### src/xsbd_pkg.sv
// xsbd_pkg: constants, types and combinational helpers for the bounded
// xoshiro256** draw block. No dependencies.
`timescale 1ns / 1ps

package xsbd_pkg;

    // splitmix64 seeding constants
    localparam logic [63:0] GOLDEN_GAMMA = 64'h9E3779B97F4A7C15;
    localparam logic [63:0] MIX_MUL_A    = 64'hBF58476D1CE4E5B9;
    localparam logic [63:0] MIX_MUL_B    = 64'h94D049BB133111EB;

    // draw kinds carried on tuser
    localparam logic OP_RAW     = 1'b0;
    localparam logic OP_BOUNDED = 1'b1;

    // configuration register map
    localparam int unsigned CFG_ADDR_W = 3;
    localparam logic [CFG_ADDR_W-1:0] SEED_ADDR = 3'h0;

    // sequencer limits
    localparam int unsigned DIV_CNT_W = 6;
    localparam logic [DIV_CNT_W-1:0] DIV_LAST = 6'd63;
    localparam logic [1:0] MUL_LAST  = 2'd2;
    localparam logic [1:0] WORD_LAST = 2'd3;

    typedef logic [3:0][63:0] xsbd_gen_t;

    typedef enum logic [3:0] {
        ST_SEED_ADD,
        ST_SEED_MUL,
        ST_SEED_MIX,
        ST_SEED_STORE,
        ST_IDLE,
        ST_FLOOR,
        ST_DRAW,
        ST_CHECK,
        ST_REM,
        ST_DONE
    } xsbd_state_t;

    // xoshiro256** scrambled output: rotl(w1 * 5, 7) * 9
    function automatic logic [63:0] xsbd_outv(input xsbd_gen_t w);
        logic [63:0] t;
        logic [63:0] r;
        t = w[1] + {w[1][61:0], 2'b00};
        r = {t[56:0], t[63:57]};
        return r + {r[60:0], 3'b000};
    endfunction

    // one xoshiro256 state transition
    function automatic xsbd_gen_t xsbd_advance(input xsbd_gen_t w);
        xsbd_gen_t   n;
        logic [63:0] sh;
        sh   = {w[1][46:0], 17'd0};
        n    = w;
        n[2] = w[2] ^ w[0];
        n[3] = w[3] ^ w[1];
        n[1] = w[1] ^ n[2];
        n[0] = w[0] ^ n[3];
        n[2] = n[2] ^ sh;
        n[3] = {n[3][18:0], n[3][63:19]};
        return n;
    endfunction

endpackage

### src/xoshiro256ss_bounded_draw_top.sv
// xoshiro256ss_bounded_draw_top: xoshiro256** generator with splitmix64 seeding
// and an unbiased bounded draw. Depends on xsbd_pkg.
// Raw draw or bound under two: the result is held in ST_DONE and goes on to the output register
// once that register is free.
// Bounded draw: 2*64 remainder steps of the shared bit-serial divider (floor, then result) plus
// ST_DRAW and ST_CHECK per raw output drawn; outputs under the floor are rejected and redrawn.
// One word in flight; the next is taken once the result is handed to the output register.
// Reset and every seed write run a 4-word splitmix64 fill through
// the shared 32x32 multiplier; no word is accepted meanwhile.
`timescale 1ns / 1ps

module xoshiro256ss_bounded_draw_top (
    input  logic                                aclk,
    input  logic                                aresetn,
    // apb configuration port
    input  logic                                psel,
    input  logic                                penable,
    input  logic                                pwrite,
    input  logic [xsbd_pkg::CFG_ADDR_W-1:0]     paddr,
    input  logic [63:0]                         pwdata,
    output logic [63:0]                         prdata,
    output logic                                pready,
    // draw requests
    input  logic                                s_tvalid,
    output logic                                s_tready,
    input  logic [31:0]                         s_tdata,   // [31:0] bound
    input  logic                                s_tuser,   // [0] op
    // draw results
    output logic                                m_tvalid,
    input  logic                                m_tready,
    output logic [63:0]                         m_tdata    // [63:0] value
);
    import xsbd_pkg::*;

    xsbd_state_t          state_reg, state_next;
    logic [63:0]          seed_reg, seed_next;
    logic [63:0]          ctr_reg, ctr_next;
    xsbd_gen_t            gen_reg, gen_next;
    logic [1:0]           idx_reg, idx_next;
    logic [1:0]           mcnt_reg, mcnt_next;
    logic                 mpass_reg, mpass_next;
    logic [63:0]          mopnd_reg, mopnd_next;
    logic [63:0]          acc_reg, acc_next;
    logic                 op_reg, op_next;
    logic [31:0]          bound_reg, bound_next;
    logic [31:0]          rem_reg, rem_next;
    logic [63:0]          dvd_reg, dvd_next;
    logic [DIV_CNT_W-1:0] dcnt_reg, dcnt_next;
    logic [31:0]          floor_reg, floor_next;
    logic [63:0]          r_reg, r_next;
    logic [63:0]          res_reg, res_next;
    logic                 mvalid_reg, mvalid_next;
    logic [63:0]          mdata_reg, mdata_next;

    logic                 seed_wr;
    logic                 in_acc;
    xsbd_gen_t            gen_adv;
    logic [63:0]          draw_out;
    // shared multiplier
    logic [63:0]          mul_c;
    logic [31:0]          mul_x, mul_y;
    logic [63:0]          mul_p;
    logic [63:0]          mul_add;
    // shared remainder step
    logic [32:0]          div_t;
    logic [32:0]          div_d;
    logic [31:0]          rem_step;

    assign pready   = 1'b1;
    assign prdata   = (paddr == SEED_ADDR) ? seed_reg : 64'd0;
    assign seed_wr  = psel && penable && pwrite && pready && (paddr == SEED_ADDR);
    assign s_tready = (state_reg == ST_IDLE);
    assign in_acc   = s_tvalid && s_tready;
    assign m_tvalid = mvalid_reg;
    assign m_tdata  = mdata_reg;

    assign gen_adv  = xsbd_advance(gen_reg);
    assign draw_out = xsbd_outv(gen_reg);

    // 64x64 low product over three passes: lo*lo, lo*hi, hi*lo
    assign mul_c   = mpass_reg ? MIX_MUL_B : MIX_MUL_A;
    assign mul_x   = (mcnt_reg == MUL_LAST) ? mopnd_reg[63:32] : mopnd_reg[31:0];
    assign mul_y   = (mcnt_reg == 2'd1) ? mul_c[63:32] : mul_c[31:0];
    assign mul_p   = 64'(mul_x) * 64'(mul_y);
    assign mul_add = (mcnt_reg == 2'd0) ? mul_p : {mul_p[31:0], 32'd0};

    // restoring remainder, one dividend bit per cycle; borrow means keep the shifted value
    assign div_t    = {rem_reg, dvd_reg[63]};
    assign div_d    = div_t - {1'b0, bound_reg};
    assign rem_step = div_d[32] ? div_t[31:0] : div_d[31:0];

    always_comb begin
        state_next  = state_reg;
        seed_next   = seed_reg;
        ctr_next    = ctr_reg;
        gen_next    = gen_reg;
        idx_next    = idx_reg;
        mcnt_next   = mcnt_reg;
        mpass_next  = mpass_reg;
        mopnd_next  = mopnd_reg;
        acc_next    = acc_reg;
        op_next     = op_reg;
        bound_next  = bound_reg;
        rem_next    = rem_reg;
        dvd_next    = dvd_reg;
        dcnt_next   = dcnt_reg;
        floor_next  = floor_reg;
        r_next      = r_reg;
        res_next    = res_reg;
        mvalid_next = mvalid_reg;
        mdata_next  = mdata_reg;

        if (mvalid_reg && m_tready) begin
            mvalid_next = 1'b0;
        end

        case (state_reg)
            ST_SEED_ADD: begin
                ctr_next   = ctr_reg + GOLDEN_GAMMA;
                mopnd_next = ctr_next ^ (ctr_next >> 30);
                mpass_next = 1'b0;
                mcnt_next  = 2'd0;
                state_next = ST_SEED_MUL;
            end
            ST_SEED_MUL: begin
                acc_next  = ((mcnt_reg == 2'd0) ? 64'd0 : acc_reg) + mul_add;
                mcnt_next = mcnt_reg + 2'd1;
                if (mcnt_reg == MUL_LAST) begin
                    state_next = mpass_reg ? ST_SEED_STORE : ST_SEED_MIX;
                end
            end
            ST_SEED_MIX: begin
                mopnd_next = acc_reg ^ (acc_reg >> 27);
                mpass_next = 1'b1;
                mcnt_next  = 2'd0;
                state_next = ST_SEED_MUL;
            end
            ST_SEED_STORE: begin
                gen_next[idx_reg] = acc_reg ^ (acc_reg >> 31);
                idx_next          = idx_reg + 2'd1;
                state_next        = (idx_reg == WORD_LAST) ? ST_IDLE : ST_SEED_ADD;
            end
            ST_IDLE: begin
                if (in_acc) begin
                    op_next    = s_tuser;
                    bound_next = s_tdata;
                    if (s_tuser == OP_RAW) begin
                        gen_next   = gen_adv;
                        res_next   = draw_out;
                        state_next = ST_DONE;
                    end else if (s_tdata < 32'd2) begin
                        res_next   = 64'd0;
                        state_next = ST_DONE;
                    end else begin
                        // 2^64 - bound, reduced below to 2^64 mod bound
                        dvd_next   = 64'd0 - {32'd0, s_tdata};
                        rem_next   = 32'd0;
                        dcnt_next  = '0;
                        state_next = ST_FLOOR;
                    end
                end
            end
            ST_FLOOR: begin
                rem_next  = rem_step;
                dvd_next  = {dvd_reg[62:0], 1'b0};
                dcnt_next = dcnt_reg + DIV_CNT_W'(1);
                if (dcnt_reg == DIV_LAST) begin
                    floor_next = rem_step;
                    state_next = ST_DRAW;
                end
            end
            ST_DRAW: begin
                gen_next   = gen_adv;
                r_next     = draw_out;
                state_next = ST_CHECK;
            end
            ST_CHECK: begin
                // reject outputs under the floor and draw again
                if (r_reg >= {32'd0, floor_reg}) begin
                    dvd_next   = r_reg;
                    rem_next   = 32'd0;
                    dcnt_next  = '0;
                    state_next = ST_REM;
                end else begin
                    state_next = ST_DRAW;
                end
            end
            ST_REM: begin
                rem_next  = rem_step;
                dvd_next  = {dvd_reg[62:0], 1'b0};
                dcnt_next = dcnt_reg + DIV_CNT_W'(1);
                if (dcnt_reg == DIV_LAST) begin
                    res_next   = {32'd0, rem_step};
                    state_next = ST_DONE;
                end
            end
            ST_DONE: begin
                if (!mvalid_reg || m_tready) begin
                    mvalid_next = 1'b1;
                    mdata_next  = res_reg;
                    state_next  = ST_IDLE;
                end
            end
            default: begin
                state_next = ST_IDLE;
            end
        endcase

        // a seed write restarts the splitmix64 fill
        if (seed_wr) begin
            seed_next  = pwdata;
            ctr_next   = pwdata;
            idx_next   = 2'd0;
            state_next = ST_SEED_ADD;
        end
    end

    always_ff @(posedge aclk) begin
        if (!aresetn) begin
            state_reg  <= ST_SEED_ADD;
            seed_reg   <= 64'd0;
            ctr_reg    <= 64'd0;
            idx_reg    <= 2'd0;
            mcnt_reg   <= 2'd0;
            mpass_reg  <= 1'b0;
            dcnt_reg   <= '0;
            mvalid_reg <= 1'b0;
        end else begin
            state_reg  <= state_next;
            seed_reg   <= seed_next;
            ctr_reg    <= ctr_next;
            idx_reg    <= idx_next;
            mcnt_reg   <= mcnt_next;
            mpass_reg  <= mpass_next;
            dcnt_reg   <= dcnt_next;
            mvalid_reg <= mvalid_next;
        end
    end

    always_ff @(posedge aclk) begin
        gen_reg   <= gen_next;
        mopnd_reg <= mopnd_next;
        acc_reg   <= acc_next;
        op_reg    <= op_next;
        bound_reg <= bound_next;
        rem_reg   <= rem_next;
        dvd_reg   <= dvd_next;
        floor_reg <= floor_next;
        r_reg     <= r_next;
        res_reg   <= res_next;
        mdata_reg <= mdata_next;
    end

    // a seed write blocks new requests while the fill runs
    a_seed_blocks: assert property (@(posedge aclk) disable iff (!aresetn)
        seed_wr |=> !s_tready)
        else $error("request accepted right after seed write");

    // partial remainder stays below the divisor
    a_rem_range: assert property (@(posedge aclk) disable iff (!aresetn)
        (state_reg == ST_FLOOR || state_reg == ST_REM) |-> (rem_reg < bound_reg))
        else $error("partial remainder not below bound");

    // rejection floor is below the bound
    a_floor_range: assert property (@(posedge aclk) disable iff (!aresetn)
        (state_reg == ST_DRAW || state_reg == ST_CHECK) |-> (floor_reg < bound_reg))
        else $error("rejection floor not below bound");

    // a bounded result lies below its bound
    a_result_range: assert property (@(posedge aclk) disable iff (!aresetn)
        (state_reg == ST_DONE && op_reg == OP_BOUNDED && bound_reg >= 32'd2)
            |-> (res_reg < {32'd0, bound_reg}))
        else $error("bounded result not below bound");

endmodule
### config.mk
export PLATFORM = sky130hd
export DESIGN_NAME = xoshiro256ss_bounded_draw_top
export DESIGN_NICKNAME = d
export VERILOG_FILES = /design/src/xsbd_pkg.sv /design/src/xoshiro256ss_bounded_draw_top.sv
export SDC_FILE = /design/constraint.sdc
export NUM_CORES = 2
export LEC_CHECK = 0
export ABC_CLOCK_PERIOD_IN_PS = 17100
export BUFFER_PORTS_ARGS = -buffer_cell sky130_fd_sc_hd__buf_2
export CAP_MARGIN = 10
export CELL_PAD_IN_SITES_DETAIL_PLACEMENT = 0
export CELL_PAD_IN_SITES_GLOBAL_PLACEMENT = 1
export CORE_ASPECT_RATIO = 0.8
export CORE_MARGIN = 4
export CORE_UTILIZATION = 29
export CTS_CLUSTER_DIAMETER = 120
export DETAILED_ROUTE_END_ITERATION = 7
export MAX_ROUTING_LAYER = met4
export PLACE_DENSITY_LB_ADDON = 0.1
export SLEW_MARGIN = 20
export SYNTH_ARGS = -nofsm -noshare
export SYNTH_HDL_FRONTEND = slang
export SYNTH_SLANG_ARGS = --single-unit
### constraint.sdc
create_clock -name aclk -period 17.1 [get_ports aclk]
set_input_delay 0 -clock aclk [delete_from_list [all_inputs] [get_ports aclk]]
set_output_delay 0 -clock aclk [all_outputs]
set_load 0.01 [all_outputs]
==> run metrics <==
hold crit path type=primary input to flip-flop; die span in x=about 600 microns; vias post-DR=61800; worst r2r src=mcnt_reg[0]$_SDFFE_PN0P_; commonest non-fill, non-tap cells in the layout=1196 x inv_1, 800 x fa_1, 736 x edfxtp_1; DRT iter0 DRCs=around 5600; # setup viols final=0; CP required=about 18 ns; Synth cell types=106; dpl cells=12100; Crit Path Category=flip-flop to flip-flop; setup tns final=0 ns; crit share post-route=0.807; Total GRT Usage=0.226; # IOs=~240; R2R cell count=44; final hold violation count=0; Arr. time, crit path=~14 ns; Longest Clk Path Bufs=3; reg2reg end=acc_reg[63]$_DFFE_PP_; reg-to-reg slack, setup=around 3.3 ns; Clk pin slew, worst setup/hold paths=0.07 ns; post-synthesis sequential area ratio=0.304; RSZ-0062 raised after global routing=no; commonest non-fill, non-tap cell in the layout=inv_1; Place WS=approximately 3.5 ns; net count after synthesis=9903; final instance count without filler cells=12500; die area=~300000 sq um; largest net degree at the start of global routing=107; share of cells above drive strength 1=0.0724; Startpoint Class=flip-flop; first-pass GRT wire length=471000 microns; crit path max fanout=23; Placeable Area=approximately 280000 sq um; Max-slew headroom=0.209; Critical Path Max Stage Delay=0.64 ns; Final Hold Slack=0.0602 ns; max-cap violation count=0; Largest delay share family, worst path=adder cells; DRC Markers=0; Post-synth ARST share=0; Final Worst Setup Slack=around 3.3 ns; hpwl dp=between 200000 and 300000 microns; Post-synth EDFFs=between 700 and 800; Buf/Inv on CP=7; grt total ovfl=0; Initial Util=0.292; cell count after synthesis=around 8400; hold wc startpoint=s_tdata[29]; Mean Syn Cell Area=9.79 sq um; routed vias/inst=around 5; worst-case clock skew=0.0358 ns; Primary FF master, synth=edfxtp_1; fmax=72.5 MHz; Die Y=a little under 500 microns; Initial DRT Pass Iterations=5; Slowest-stage cell, CP=fa_1; Final #Nets=around 10000; total number of yosys warnings=0; Hold Path Stages=2; cell mode on critical path=fa_1; Post-Syn Area=~82000 sq um; Crit. End Element=flip-flop; port buffer count=236; final wirelength=~330000 microns; number of cells on the critical path=44; max reg flops=about 260; initial antenna violation count=23; vias in the first global route=just over 60000; Max Slew Vio Count=0; post-CTS sizing=0; H-tree depth=3; worst-margin pin slew=between 1 and 1.5 ns; row count=174; ANT nets after route=0; status=finished clean; area grow syn2layout=12.5%; Root Driver=clkbuf_16; CTS tree=yes; drt wl/cell=26.3 microns; #FFs+latches synth=880; fin crit period=between 10 and 15 ns; Final Wtd Congestion=0.919; Hold Path End=bound_reg[29]$_DFFE_PP_; clk sinks=roughly 900; worst skew pair latency=0.77 ns; total CTS buffers=between 100 and 150
==> how the worst max path moves through the flow <==
stage	to	slack, ns	from
2_1_floorplan	acc_reg[63]$_DFFE_PP_	6.08	mcnt_reg[0]$_SDFFE_PN0P_
3_5_place_dp	acc_reg[63]$_DFFE_PP_	3.52	mcnt_reg[0]$_SDFFE_PN0P_
6_report	acc_reg[63]$_DFFE_PP_	3.30	mcnt_reg[0]$_SDFFE_PN0P_
3_3_place_gp	acc_reg[63]$_DFFE_PP_	3.46	mcnt_reg[0]$_SDFFE_PN0P_
4_1_cts	acc_reg[63]$_DFFE_PP_	3.40	mcnt_reg[0]$_SDFFE_PN0P_
5_1_grt	acc_reg[63]$_DFFE_PP_	2.80	mcnt_reg[0]$_SDFFE_PN0P_
==> worst reg2reg max path: cells and delay by family, from the launching register on <==
family	cells	cell delay, ns
compound gates	18	4.22
xor+xnor	2	0.23
fa+ha+maj	11	5.42
buf+inv	7	1.48
flops	1	0.38
mux	1	0.57
simple gates	5	1.22
==> stage by stage <==
step	cell area [sq um]	util
floorplan	82100	-
global placement	87400	0.310
detailed placement	87400	0.311
CTS	92400	0.328
global route	92400	0.328
finish	92400	0.328
==> cell usage after synthesis, types with 43 or more instances <==
cell type,n,area [sq um]
inv_1,1196,4490
fa_1,800,16000
edfxtp_1,736,22100
nand2_1,658,2470
ha_1,604,7560
o21ai_0,559,2800
nor2_1,549,2060
xnor2_1,469,4110
a21oi_1,366,1830
xor2_1,347,3040
clkbuf_1,304,1140
nand3_1,198,991
and2_1,179,1120
a21o_1,173,1300
dfxtp_1,144,2880
nor2b_1,98,613
a21boi_0,76,571
buf_1,64,240
nor3_1,63,315
nand4_1,61,382
a22o_1,51,447
o21bai_1,50,375
o21a_1,44,330
nand2b_1,43,269
==> cells by family (layout without fill, tap and decap cells) <==
family	count (synthesis)	count (layout)	share of synthesized area
AND/OR/NAND/NOR	1988	1988	0.112
multiplexers	63	63	0.00822
adder cells (fa/ha/maj)	1404	1404	0.287
flip-flops	880	880	0.304
AO/OA/AOI/OAI	1663	1663	0.129
other	2	13	0.0000914
buffers and inverters	1575	1849	0.0722
XOR/XNOR	817	817	0.0873
==> what timing repair did <==
action,CTS,global route
endpoints found under the hold margin,206,0
buffers inserted,0,0
hold buffers,140,0
==> metal layers <==
metal / vias up / global-route usage / routed length (microns)
li1: 28400 / - / -
met1: 31600 / 0.370 / 177000
met2: 1588 / 0.300 / 129000
met3: 208 / 0.0235 / 16300
met4: 0 / 0.0296 / 4130
met5: - / - / 0
==> final cells by class <==
cell class / instances / area, sq um
Fill cell: 29200 / 189000
Tap cell: 3784 / 4730
Antenna cell: 11 / 27.5
Sequential cell: 880 / 25000
Clock inverter: 59 / 647
Timing Repair Buffer: 454 / 3170
Clock buffer: 138 / 2910
Inverter: 1198 / 4500
Multi-Input combinational cell: 5937 / 51500
Power is left out: the tool's default activity adds up to more than one toggle a clock period on the data nets, which glitch-free logic cannot reach.
